===== config.mk =====
export PLATFORM = sky130hd
export DESIGN_NAME = self_test_run_sequencer_unit
export DESIGN_NICKNAME = d
export VERILOG_FILES = /design/src/rtl/strs_pkg.sv /design/src/rtl/strs_div.sv /design/src/rtl/strs_datapath.sv /design/src/rtl/strs_ctrl.sv /design/src/rtl/self_test_run_sequencer_unit.sv
export SDC_FILE = /design/constraint.sdc
export NUM_CORES = 1
export LEC_CHECK = 0
export BUFFER_PORTS_ARGS = -buffer_cell sky130_fd_sc_hd__buf_2
export CAP_MARGIN = 20
export CORE_UTILIZATION = 46
export CTS_BUF_LIST = sky130_fd_sc_hd__clkbuf_8
export DETAILED_ROUTE_END_ITERATION = 10
export PLACE_DENSITY = 0.66
export SYNTH_ARGS = -nofsm -noshare
export SYNTH_HDL_FRONTEND = slang
export SYNTH_SLANG_ARGS = --single-unit

===== constraint.sdc =====
create_clock -name clk -period 5.9 [get_ports clk]
set_input_delay 0.295 -clock clk [delete_from_list [all_inputs] [get_ports clk]]
set_output_delay 0.295 -clock clk [all_outputs]
set_load 0.05 [all_outputs]

===== src/rtl/strs_pkg.sv =====
// shared types, codes, constants and the test rom of the run sequencer
// no dependencies
package strs_pkg;

  localparam int NUM_TESTS      = 14;
  localparam int MAX_STEPS      = 15;
  localparam int ROM_LEN        = 14;
  localparam int TEST_W         = 4;
  localparam int STEP_W         = 4;
  localparam int TIMEOUT_W      = 16;
  localparam int PERMILLE_SCALE = 1000;
  localparam int PERMILLE_W     = 10;
  localparam int PROD_W         = 14;
  localparam int DIV_STEPS      = PROD_W;
  localparam int DIVCNT_W       = $clog2(DIV_STEPS + 1);
  localparam int IN_TDATA_W     = 120;
  localparam int OUT_TDATA_W    = 88;

  // command codes
  localparam logic [1:0] CMD_START = 2'd0;
  localparam logic [1:0] CMD_STEP  = 2'd1;
  localparam logic [1:0] CMD_ABORT = 2'd2;
  localparam logic [1:0] CMD_QUERY = 2'd3;

  // action outcomes
  localparam logic [1:0] OC_FINISHED    = 2'd0;
  localparam logic [1:0] OC_PENDING     = 2'd1;
  localparam logic [1:0] OC_UNSUPPORTED = 2'd2;
  localparam logic [1:0] OC_ERROR       = 2'd3;

  // verdicts
  localparam logic [1:0] V_PASS  = 2'd0;
  localparam logic [1:0] V_FAIL  = 2'd1;
  localparam logic [1:0] V_SKIP  = 2'd2;
  localparam logic [1:0] V_ERROR = 2'd3;
  localparam logic [7:0] V_MAX_LEGAL = 8'd3;

  // status codes
  localparam logic [2:0] ST_OK          = 3'd0;
  localparam logic [2:0] ST_ADVANCED    = 3'd1;
  localparam logic [2:0] ST_COMPLETE    = 3'd2;
  localparam logic [2:0] ST_INVALID     = 3'd3;
  localparam logic [2:0] ST_BUSY        = 3'd4;
  localparam logic [2:0] ST_UNSUPPORTED = 3'd5;
  localparam logic [2:0] ST_NOT_RUNNING = 3'd6;

  // event kinds
  localparam logic [2:0] EV_NONE     = 3'd0;
  localparam logic [2:0] EV_START    = 3'd1;
  localparam logic [2:0] EV_PROGRESS = 3'd2;
  localparam logic [2:0] EV_RESULT   = 3'd3;
  localparam logic [2:0] EV_ABORT    = 3'd4;

  typedef struct packed {
    logic [STEP_W-1:0]    steps;
    logic [TIMEOUT_W-1:0] timeout;
    logic                 deferred;
  } test_entry_t;

  // controller to datapath
  typedef struct packed {
    logic load;
    logic exec;
    logic div_start;
    logic sel_second;
  } dp_cmd_t;

  // datapath to controller
  typedef struct packed {
    logic two_results;
    logic div_busy;
  } dp_status_t;

  function automatic test_entry_t test_rom(input logic [TEST_W-1:0] idx);
    test_entry_t e;
    case (idx)
      4'd0:    e = '{steps: 4'd1, timeout: 16'd3000,  deferred: 1'b0};
      4'd1:    e = '{steps: 4'd9, timeout: 16'd1000,  deferred: 1'b0};
      4'd2:    e = '{steps: 4'd5, timeout: 16'd2000,  deferred: 1'b0};
      4'd3:    e = '{steps: 4'd5, timeout: 16'd4000,  deferred: 1'b0};
      4'd4:    e = '{steps: 4'd6, timeout: 16'd2000,  deferred: 1'b0};
      4'd5:    e = '{steps: 4'd4, timeout: 16'd15000, deferred: 1'b0};
      4'd6:    e = '{steps: 4'd4, timeout: 16'd3000,  deferred: 1'b0};
      4'd7:    e = '{steps: 4'd2, timeout: 16'd2000,  deferred: 1'b0};
      4'd8:    e = '{steps: 4'd3, timeout: 16'd3000,  deferred: 1'b0};
      4'd9:    e = '{steps: 4'd3, timeout: 16'd5000,  deferred: 1'b0};
      4'd10:   e = '{steps: 4'd1, timeout: 16'd3000,  deferred: 1'b1};
      4'd11:   e = '{steps: 4'd2, timeout: 16'd5000,  deferred: 1'b0};
      4'd12:   e = '{steps: 4'd1, timeout: 16'd5000,  deferred: 1'b0};
      4'd13:   e = '{steps: 4'd2, timeout: 16'd2000,  deferred: 1'b0};
      default: e = '0;
    endcase
    return e;
  endfunction

  // severity order pass < skip < fail < error
  function automatic logic [1:0] rank(input logic [1:0] v);
    logic [1:0] r;
    case (v)
      V_PASS:  r = 2'd0;
      V_SKIP:  r = 2'd1;
      V_FAIL:  r = 2'd2;
      default: r = 2'd3;
    endcase
    return r;
  endfunction

endpackage


===== src/rtl/strs_div.sv =====
// serial restoring divider, one quotient bit per cycle, for the permille figure
// depends on strs_pkg
module strs_div (
  input  logic                           clk,
  input  logic                           rst,
  input  logic                           start,
  input  logic [strs_pkg::PROD_W-1:0]    dividend,
  input  logic [strs_pkg::STEP_W-1:0]    divisor,
  output logic [strs_pkg::PERMILLE_W-1:0] quotient,
  output logic                           busy
);

  logic [strs_pkg::PROD_W-1:0]   quo;
  logic [strs_pkg::STEP_W-1:0]   rem;
  logic [strs_pkg::DIVCNT_W-1:0] cnt;
  logic [strs_pkg::STEP_W:0]     trial;
  logic                          ge;

  // remainder stays below the divisor, so the shifted trial fits one extra bit
  assign trial = {rem, quo[strs_pkg::PROD_W-1]};
  assign ge    = trial >= {1'b0, divisor};

  always_ff @(posedge clk) begin
    if (rst) begin
      busy <= 1'b0;
      cnt  <= '0;
    end else if (start) begin
      busy <= 1'b1;
      cnt  <= strs_pkg::DIVCNT_W'(strs_pkg::DIV_STEPS);
    end else if (busy) begin
      cnt <= cnt - strs_pkg::DIVCNT_W'(1);
      if (cnt == strs_pkg::DIVCNT_W'(1)) begin
        busy <= 1'b0;
      end
    end
  end

  always_ff @(posedge clk) begin
    if (start) begin
      quo <= dividend;
      rem <= '0;
    end else if (busy) begin
      rem <= ge ? strs_pkg::STEP_W'(trial - {1'b0, divisor})
                : trial[strs_pkg::STEP_W-1:0];
      quo <= {quo[strs_pkg::PROD_W-2:0], ge};
    end
  end

  assign quotient = quo[strs_pkg::PERMILLE_W-1:0];

endmodule


===== src/rtl/strs_datapath.sv =====
// run state, command evaluation, result registers and the permille divider
// depends on strs_pkg and strs_div
module strs_datapath (
  input  logic                  clk,
  input  logic                  rst,
  input  strs_pkg::dp_cmd_t     ctl,
  output strs_pkg::dp_status_t  stat,
  input  logic [1:0]            cmd,
  input  logic [7:0]            test_id,
  input  logic [31:0]           session_id,
  input  logic [31:0]           now_ms,
  input  logic [1:0]            action_outcome,
  input  logic [7:0]            action_verdict,
  input  logic signed [31:0]    action_value,
  input  logic                  action_done,
  output logic [2:0]            status,
  output logic [2:0]            event_kind,
  output logic [3:0]            event_test,
  output logic [3:0]            event_step,
  output logic [1:0]            event_verdict,
  output logic signed [31:0]    event_value,
  output logic [31:0]           run_id,
  output logic                  busy_res,
  output logic [9:0]            progress_permille
);

  // latched request
  logic [1:0]  in_cmd;
  logic [7:0]  in_test_id;
  logic [31:0] in_session;
  logic [31:0] in_now;
  logic [1:0]  in_outcome;
  logic [7:0]  in_verdict;
  logic [31:0] in_value;
  logic        in_done;

  // run state
  logic                        running, running_next;
  logic [strs_pkg::TEST_W-1:0] current_test, current_test_next;
  logic [strs_pkg::STEP_W-1:0] step_index, step_index_next;
  logic [strs_pkg::STEP_W-1:0] step_total, step_total_next;
  logic [1:0]                  worst_verdict, worst_verdict_next;
  logic [3:0]                  failure_count, failure_count_next;
  logic [31:0]                 session_of_run, session_of_run_next;
  logic [31:0]                 step_start_time, step_start_time_next;
  logic [31:0]                 current_run_id, current_run_id_next;
  logic [31:0]                 next_run_number, next_run_number_next;

  // result registers
  logic [2:0]  res_status, res_status_next;
  logic [2:0]  r0_kind, r0_kind_next;
  logic [3:0]  r0_step, r0_step_next;
  logic [1:0]  r0_verdict, r0_verdict_next;
  logic [31:0] r0_value, r0_value_next;
  logic [3:0]  r1_step, r1_step_next;
  logic [1:0]  r1_verdict, r1_verdict_next;
  logic [31:0] r1_value, r1_value_next;
  logic        two, two_next;

  strs_pkg::test_entry_t        start_entry;
  strs_pkg::test_entry_t        cur_entry;
  logic [31:0]                  elapsed;
  logic [strs_pkg::STEP_W-1:0]  start_steps;
  logic [31:0]                  run_inc;
  logic                         rec;
  logic [1:0]                   rec_verdict;
  logic [31:0]                  rec_value;
  logic [strs_pkg::PERMILLE_W-1:0] quotient;
  logic                         div_busy;
  logic [strs_pkg::PROD_W-1:0]  dividend;

  always_ff @(posedge clk) begin
    if (ctl.load) begin
      in_cmd     <= cmd;
      in_test_id <= test_id;
      in_session <= session_id;
      in_now     <= now_ms;
      in_outcome <= action_outcome;
      in_verdict <= action_verdict;
      in_value   <= action_value;
      in_done    <= action_done;
    end
  end

  always_comb begin
    start_entry = strs_pkg::test_rom(in_test_id[strs_pkg::TEST_W-1:0]);
    cur_entry   = strs_pkg::test_rom(current_test);
    elapsed     = in_now - step_start_time;
    start_steps = (start_entry.steps == '0) ? strs_pkg::STEP_W'(1) : start_entry.steps;
    if (start_steps > strs_pkg::STEP_W'(strs_pkg::MAX_STEPS)) begin
      start_steps = strs_pkg::STEP_W'(strs_pkg::MAX_STEPS);
    end
    run_inc = next_run_number + 32'd1;

    running_next         = running;
    current_test_next    = current_test;
    step_index_next      = step_index;
    step_total_next      = step_total;
    worst_verdict_next   = worst_verdict;
    failure_count_next   = failure_count;
    session_of_run_next  = session_of_run;
    step_start_time_next = step_start_time;
    current_run_id_next  = current_run_id;
    next_run_number_next = next_run_number;

    res_status_next = strs_pkg::ST_OK;
    r0_kind_next    = strs_pkg::EV_NONE;
    r0_step_next    = '0;
    r0_verdict_next = strs_pkg::V_PASS;
    r0_value_next   = '0;
    r1_step_next    = '0;
    r1_verdict_next = strs_pkg::V_PASS;
    r1_value_next   = '0;
    two_next        = 1'b0;

    rec         = 1'b0;
    rec_verdict = strs_pkg::V_PASS;
    rec_value   = '0;

    case (in_cmd)
      strs_pkg::CMD_START: begin
        if (in_test_id >= 8'(strs_pkg::NUM_TESTS) || in_test_id >= 8'(strs_pkg::ROM_LEN)) begin
          res_status_next = strs_pkg::ST_INVALID;
        end else if (running) begin
          res_status_next = strs_pkg::ST_BUSY;
        end else if (start_entry.deferred) begin
          res_status_next = strs_pkg::ST_UNSUPPORTED;
        end else begin
          running_next         = 1'b1;
          current_test_next    = in_test_id[strs_pkg::TEST_W-1:0];
          step_index_next      = '0;
          step_total_next      = start_steps;
          worst_verdict_next   = strs_pkg::V_PASS;
          failure_count_next   = '0;
          session_of_run_next  = in_session;
          step_start_time_next = in_now;
          current_run_id_next  = next_run_number;
          // run ids skip zero on wrap
          next_run_number_next = (run_inc == '0) ? 32'd1 : run_inc;
          r0_kind_next         = strs_pkg::EV_START;
          r0_value_next        = 32'(start_steps);
        end
      end
      strs_pkg::CMD_STEP: begin
        if (running) begin
          case (in_outcome)
            strs_pkg::OC_PENDING: begin
              if (elapsed > 32'(cur_entry.timeout)) begin
                rec         = 1'b1;
                rec_verdict = strs_pkg::V_ERROR;
                rec_value   = elapsed;
              end
            end
            strs_pkg::OC_UNSUPPORTED: begin
              rec         = 1'b1;
              rec_verdict = strs_pkg::V_SKIP;
              rec_value   = in_value;
            end
            strs_pkg::OC_ERROR: begin
              rec         = 1'b1;
              rec_verdict = strs_pkg::V_ERROR;
              rec_value   = in_value;
            end
            default: begin
              rec         = 1'b1;
              rec_verdict = (in_verdict > strs_pkg::V_MAX_LEGAL) ? strs_pkg::V_ERROR
                                                                  : in_verdict[1:0];
              rec_value   = in_value;
            end
          endcase
        end
      end
      strs_pkg::CMD_ABORT: begin
        if (!running) begin
          res_status_next = strs_pkg::ST_NOT_RUNNING;
        end else begin
          running_next    = 1'b0;
          r0_kind_next    = strs_pkg::EV_ABORT;
          r0_step_next    = step_index;
          r0_verdict_next = strs_pkg::V_ERROR;
          r0_value_next   = 32'(failure_count);
        end
      end
      default: begin
      end
    endcase

    if (rec) begin
      if (strs_pkg::rank(rec_verdict) > strs_pkg::rank(worst_verdict)) begin
        worst_verdict_next = rec_verdict;
      end
      if (rec_verdict == strs_pkg::V_FAIL || rec_verdict == strs_pkg::V_ERROR) begin
        failure_count_next = failure_count + 4'd1;
      end
      r0_kind_next         = strs_pkg::EV_PROGRESS;
      r0_step_next         = step_index;
      r0_verdict_next      = rec_verdict;
      r0_value_next        = rec_value;
      step_index_next      = step_index + strs_pkg::STEP_W'(1);
      step_start_time_next = in_now;
      if (in_done || step_index_next >= step_total) begin
        running_next    = 1'b0;
        res_status_next = strs_pkg::ST_COMPLETE;
        two_next        = 1'b1;
        r1_step_next    = step_index_next;
        r1_verdict_next = worst_verdict_next;
        r1_value_next   = 32'(failure_count_next);
      end else begin
        res_status_next = strs_pkg::ST_ADVANCED;
      end
    end
  end

  always_ff @(posedge clk) begin
    if (rst) begin
      running         <= 1'b0;
      current_test    <= '0;
      step_index      <= '0;
      step_total      <= '0;
      worst_verdict   <= strs_pkg::V_PASS;
      failure_count   <= '0;
      session_of_run  <= '0;
      step_start_time <= '0;
      current_run_id  <= '0;
      next_run_number <= 32'd1;
      two             <= 1'b0;
    end else if (ctl.exec) begin
      running         <= running_next;
      current_test    <= current_test_next;
      step_index      <= step_index_next;
      step_total      <= step_total_next;
      worst_verdict   <= worst_verdict_next;
      failure_count   <= failure_count_next;
      session_of_run  <= session_of_run_next;
      step_start_time <= step_start_time_next;
      current_run_id  <= current_run_id_next;
      next_run_number <= next_run_number_next;
      two             <= two_next;
    end
  end

  always_ff @(posedge clk) begin
    if (ctl.exec) begin
      res_status <= res_status_next;
      r0_kind    <= r0_kind_next;
      r0_step    <= r0_step_next;
      r0_verdict <= r0_verdict_next;
      r0_value   <= r0_value_next;
      r1_step    <= r1_step_next;
      r1_verdict <= r1_verdict_next;
      r1_value   <= r1_value_next;
    end
  end

  assign dividend = strs_pkg::PROD_W'(step_index) * strs_pkg::PROD_W'(strs_pkg::PERMILLE_SCALE);

  strs_div u_div (
    .clk      (clk),
    .rst      (rst),
    .start    (ctl.div_start),
    .dividend (dividend),
    .divisor  (step_total),
    .quotient (quotient),
    .busy     (div_busy)
  );

  assign stat.two_results = two;
  assign stat.div_busy    = div_busy;

  // second result is always the run result
  assign status            = res_status;
  assign event_kind        = ctl.sel_second ? strs_pkg::EV_RESULT : r0_kind;
  assign event_test        = (event_kind != strs_pkg::EV_NONE) ? current_test : '0;
  assign event_step        = ctl.sel_second ? r1_step : r0_step;
  assign event_verdict     = ctl.sel_second ? r1_verdict : r0_verdict;
  assign event_value       = ctl.sel_second ? r1_value : r0_value;
  assign run_id            = current_run_id;
  assign busy_res          = running;
  assign progress_permille = (running && step_total != '0) ? quotient : '0;

endmodule


===== src/rtl/strs_ctrl.sv =====
// controller state machine: request intake, evaluation, divide wait, result delivery
// depends on strs_pkg
module strs_ctrl (
  input  logic                 clk,
  input  logic                 rst,
  input  logic                 in_valid,
  output logic                 in_ready,
  output logic                 out_valid,
  input  logic                 out_ready,
  output logic                 out_last,
  output strs_pkg::dp_cmd_t    ctl,
  input  strs_pkg::dp_status_t stat
);

  typedef enum logic [5:0] {
    S_IDLE   = 6'b000001,
    S_EXEC   = 6'b000010,
    S_DSTART = 6'b000100,
    S_DWAIT  = 6'b001000,
    S_OUT0   = 6'b010000,
    S_OUT1   = 6'b100000
  } state_t;

  state_t state, state_next;

  always_ff @(posedge clk) begin
    if (rst) begin
      state <= S_IDLE;
    end else begin
      state <= state_next;
    end
  end

  always_comb begin
    state_next = state;
    in_ready   = 1'b0;
    out_valid  = 1'b0;
    out_last   = 1'b0;
    ctl        = '0;
    case (state)
      S_IDLE: begin
        in_ready = 1'b1;
        if (in_valid) begin
          ctl.load   = 1'b1;
          state_next = S_EXEC;
        end
      end
      S_EXEC: begin
        ctl.exec   = 1'b1;
        state_next = S_DSTART;
      end
      S_DSTART: begin
        ctl.div_start = 1'b1;
        state_next    = S_DWAIT;
      end
      S_DWAIT: begin
        if (!stat.div_busy) begin
          state_next = S_OUT0;
        end
      end
      S_OUT0: begin
        out_valid = 1'b1;
        out_last  = !stat.two_results;
        if (out_ready) begin
          state_next = stat.two_results ? S_OUT1 : S_IDLE;
        end
      end
      S_OUT1: begin
        out_valid      = 1'b1;
        out_last       = 1'b1;
        ctl.sel_second = 1'b1;
        if (out_ready) begin
          state_next = S_IDLE;
        end
      end
      default: begin
        state_next = S_IDLE;
      end
    endcase
  end

endmodule


===== src/rtl/self_test_run_sequencer_unit.sv =====
// top level of the self-test run sequencer: stream ports, field packing
// depends on strs_pkg, strs_ctrl and strs_datapath
//
// usage:
//   requests enter on the s_axis group; s_axis_tuser carries the command
//   (start, step, abort, query) and s_axis_tdata the remaining fields.
//   each request gives one result, or two when a step completes the run
//   (progress event first, then the run result with tlast set).
//   results leave on the m_axis group with the event kind in m_axis_tuser.
//   one request is handled at a time: s_axis_tready is high only while
//   idle. after acceptance the request is evaluated, the divider is
//   loaded, the 14-bit serial permille divide runs, the divider done
//   check follows and the output stage presents the results; most of
//   a request's time is spent in the serial divider.
//   if the receiver holds m_axis_tready low the result stays put and no
//   new request is taken until every result has been delivered.
//   reset clears the run state: no run active, next run id 1.
module self_test_run_sequencer_unit (
  input  logic                               clk,
  input  logic                               rst,
  input  logic                               s_axis_tvalid,
  output logic                               s_axis_tready,
  // test_id[7:0], session_id[39:8], now_ms[71:40], action_outcome[73:72],
  // action_verdict[81:74], action_value[113:82], action_done[114], zero fill
  input  logic [strs_pkg::IN_TDATA_W-1:0]    s_axis_tdata,
  // cmd[1:0]
  input  logic [1:0]                         s_axis_tuser,
  output logic                               m_axis_tvalid,
  input  logic                               m_axis_tready,
  // status[2:0], event_test[6:3], event_step[10:7], event_verdict[12:11],
  // event_value[44:13], run_id[76:45], busy_res[77], progress_permille[87:78]
  output logic [strs_pkg::OUT_TDATA_W-1:0]   m_axis_tdata,
  output logic                               m_axis_tlast,
  // event_kind[2:0]
  output logic [2:0]                         m_axis_tuser
);

  strs_pkg::dp_cmd_t    ctl;
  strs_pkg::dp_status_t stat;

  logic [2:0]         status;
  logic [2:0]         event_kind;
  logic [3:0]         event_test;
  logic [3:0]         event_step;
  logic [1:0]         event_verdict;
  logic signed [31:0] event_value;
  logic [31:0]        run_id;
  logic               busy_res;
  logic [9:0]         progress_permille;

  strs_ctrl u_ctrl (
    .clk       (clk),
    .rst       (rst),
    .in_valid  (s_axis_tvalid),
    .in_ready  (s_axis_tready),
    .out_valid (m_axis_tvalid),
    .out_ready (m_axis_tready),
    .out_last  (m_axis_tlast),
    .ctl       (ctl),
    .stat      (stat)
  );

  strs_datapath u_dp (
    .clk               (clk),
    .rst               (rst),
    .ctl               (ctl),
    .stat              (stat),
    .cmd               (s_axis_tuser),
    .test_id           (s_axis_tdata[7:0]),
    .session_id        (s_axis_tdata[39:8]),
    .now_ms            (s_axis_tdata[71:40]),
    .action_outcome    (s_axis_tdata[73:72]),
    .action_verdict    (s_axis_tdata[81:74]),
    .action_value      (s_axis_tdata[113:82]),
    .action_done       (s_axis_tdata[114]),
    .status            (status),
    .event_kind        (event_kind),
    .event_test        (event_test),
    .event_step        (event_step),
    .event_verdict     (event_verdict),
    .event_value       (event_value),
    .run_id            (run_id),
    .busy_res          (busy_res),
    .progress_permille (progress_permille)
  );

  assign m_axis_tdata = {progress_permille, busy_res, run_id, event_value,
                         event_verdict, event_step, event_test, status};
  assign m_axis_tuser = event_kind;

endmodule


==> results.tsv <==
metric	value	unit
relSlewSlack	34.21	%
first_global_vias	12780	
die_y	188.7	um
rows	67	
drive_above_1_share	15.76	%
slowest_delay	0.41	ns
grt_busiest_layer	met2	
grt_pass1_wl	64290	um
yosysWarnings	0	
clk_path_buf_depth	3	
synth-simple-area-share	19.89	%
met1_usage	27.87	%
met2_usage	38.74	%
die_w	188.7	um
die_area	35600	um2
fin_tns_setup	0	ns
synthFlopType	edfxtp_1	
cap_violations	0	
final-setup-viol-count	0	
rsz0062_at_grt	false	
clk_pin_slew	0.06	ns
routedWlPerCell	16.39	um
gp_congestion	0.9383	
critPathKind	flop to flop	
synthCells	1676	
crit_chain	inv_1, ha_1, inv_1, fa_1, a211oi_1, o21ai_1, a31oi_1, xnor2_1, ha_1, nor2b_1, o21ai_0, nand2b_1, a2111oi_0, o311ai_0, nor2_1, nand4_1, nand2_2, nor2_1, ha_1, nor2b_1, o21ai_1, nor2_1, a31oi_1, nor3_1	
cts_tree	done	
grt.total_usage	22.41	%
hp-class	input pin to flop	
ir_drop	0.0002717	V
area_growth	19.44	%
met3_usage	3.688	%
num_io_pins	220	
io_buffers	182	
outcome	completed	
mappedNetlistArea	16030	um2
ys_seq_area_share	46.71	%
skew	0.02348	ns
fin_util	56.54	%
crit_fanout	5	
synthMuxAreaShare	3.676	%
post-place-ws	0.3341	ns
first_pass_iters	5	
synth_xor_area_share	3.825	%
synth.avg_cell_area	9.565	um2
routed_wl	39490	um
start_kind	flop	
antenna_cells	0	
powerDensity	256.1	nW/um2
nets	2135	
drv_slew	0	
vias	13060	
synth_seq_cells	299	
drc	0	
overflow	0	
fin_total_pwr	4.903	mW
grt_antenna_before_repair	0	
synthAdderAreaFrac	7.368	%
holdWs	0.09980	ns
cts_buffers	50	
cts.sinks	299	
clk_latency	0.62	ns
cp_data_arrival_time	5.73	ns
core	33870	um2
grt_max_degree	122	
synth.distinct_cells	74	
slowest_stage	fa_1	
drtIter0Drc	680	
rr_worst_depth	24	
synth_top_family_by_area	simple AND/OR/NAND/NOR gates	
required	6.25	ns
period_needed	5.381	ns
hold_depth	3	
fmax	185.8	MHz
setup_slack	0.5186	ns
synth-compound-area-share	13.77	%
viasPerCell	5.421	
synth_edf_count	150	
synthesis.nets	1891	
p_leak	7.340	nW
h-tree-depth	2	
end_kind	flop	
worstMarginPinSlew	0.9869	ns
fin_crit_sh	91.21	%
final_antenna_net_count	0	
hpwl	27400	um
root_buffer	clkbuf_8	
finalHoldViolations	0	
async_flop_share	0	%
initial_core_util	47.33	%
final cells by class:
type	count	area, um2
multi-input combinational	1194	7792
sequential	299	7487
inverter	91	342.8
fill	3053	14720
timing repair buffer	284	1924
clock inverter	37	269.0
clock buffer	56	770.7
tap	448	560.5
stage by stage:
step | instances | area (um2)
after detailed placement | 2230 | 17230
after global placement | 2230 | 17230
after global routing | 2409 | 19150
final | 2409 | 19150
after floorplan | 1676 | 16030
after CTS | 2408 | 19120
where the power goes:
group | switching [mW] | internal (mW)
Combinational | 0.400 | 0.257
Clock | 0.854 | 1.05
Sequential | 0.0574 | 2.28
Total | 1.31 | 3.59
path summary, 6_finish.rpt:
check | startpoint | to | slack, ns
max | u_dp.in_now[0] | u_dp.r1_verdict[0] | 0.52
min | s_axis_tvalid | u_ctrl.state[0] | 0.1
max reg2reg | u_dp.in_now[0] | u_dp.r1_verdict[0] | 0.52
min reg2reg | u_dp.run_id[25] | u_dp.run_id[25] | 0.45
cells in the final DEF, fill, tap and decap left out, types with 10 or more instances in the layout:
master,n
nor2b_1,16
ha_1,80
and3_1,14
a211oi_1,16
or3_1,14
dlygate4sd3_1,85
clkbuf_8,56
nand2_1,197
mux2_2,11
dfxtp_1,149
nor3_1,37
edfxtp_1,150
nor4_1,19
and2_1,48
nand4_1,24
inv_1,101
a22oi_1,19
buf_4,16
nor2_1,113
xnor2_1,39
a21o_1,22
mux2i_1,45
xor2_1,31
nand2b_1,77
a21oi_1,123
o21a_1,10
o21ai_0,56
buf_2,181
nand3_1,40
clkinv_2,10
a31oi_1,13
per-layer routing:
layer  vias to the layer above  routed length [um]
met4                         0                1369
li1                       6436                   -
met3                        93                1865
met5                         -                   0
met2                       363               19000
met1                      6168               17260
logic make-up after synthesis:
kind of cell / after synthesis
AOI/OAI and AO/OA: 340
xor gates and xnor gates: 70
adders and majority gates: 89
buffers and inverters: 183
DFF: 299
muxes: 57
and+or+nand+nor: 638
synthesized netlist by cell type (16+ instances only):
| cell type | count | area [um2] |
|---|---|---|
| a22oi_1 | 19 | 142.6 |
| nand4_1 | 24 | 150.1 |
| xnor2_1 | 39 | 341.6 |
| and2_1 | 48 | 300.3 |
| ha_1 | 80 | 1001 |
| nor3_1 | 37 | 185.2 |
| mux2i_1 | 45 | 450.4 |
| nor2_1 | 114 | 427.9 |
| xor2_1 | 31 | 271.5 |
| a21oi_1 | 123 | 615.6 |
| o21ai_0 | 58 | 290.3 |
| inv_1 | 88 | 330.3 |
| dfxtp_1 | 149 | 2983 |
| a21o_1 | 22 | 165.2 |
| nand3_1 | 40 | 200.2 |
| a211oi_1 | 16 | 120.1 |
| nor4_1 | 19 | 118.9 |
| edfxtp_1 | 150 | 4504 |
| nand2b_1 | 77 | 481.7 |
| nor2b_1 | 16 | 100.1 |
| nand2_1 | 197 | 739.5 |
| clkbuf_1 | 69 | 259.0 |
worst max-delay path: cells and delay by family, from the launching register on:
family,cells,cell delay (ns)
xor+xnor,1,0.18
buf+inv,2,0.13
fa+ha+maj,4,1.20
simple gates,9,1.06
flops,1,0.38
compound gates,8,2.17
repair_timing:
item | in CTS | in global routing
gates resized for setup | 0 | 2
hold buffers | 85 | 0
endpoints found under the hold margin | 85 | 0
setup endpoints to repair | 0 | 4
setup buffers | 0 | 0
flip-flops by register name (all words and copies together) (netlist names), 6 cells and up:
signal                cells
u_ctrl.state              6
u_dp.cur_entry           10
u_dp.in_now              32
u_dp.in_test_id           8
u_dp.in_value            32
u_dp.in_verdict           8
u_dp.next_run_number     32
u_dp.r0_value            32
u_dp.run_id              32
u_dp.step_start_time     32
u_dp.u_div.quo           14
(Power assumes the default switching activity.)
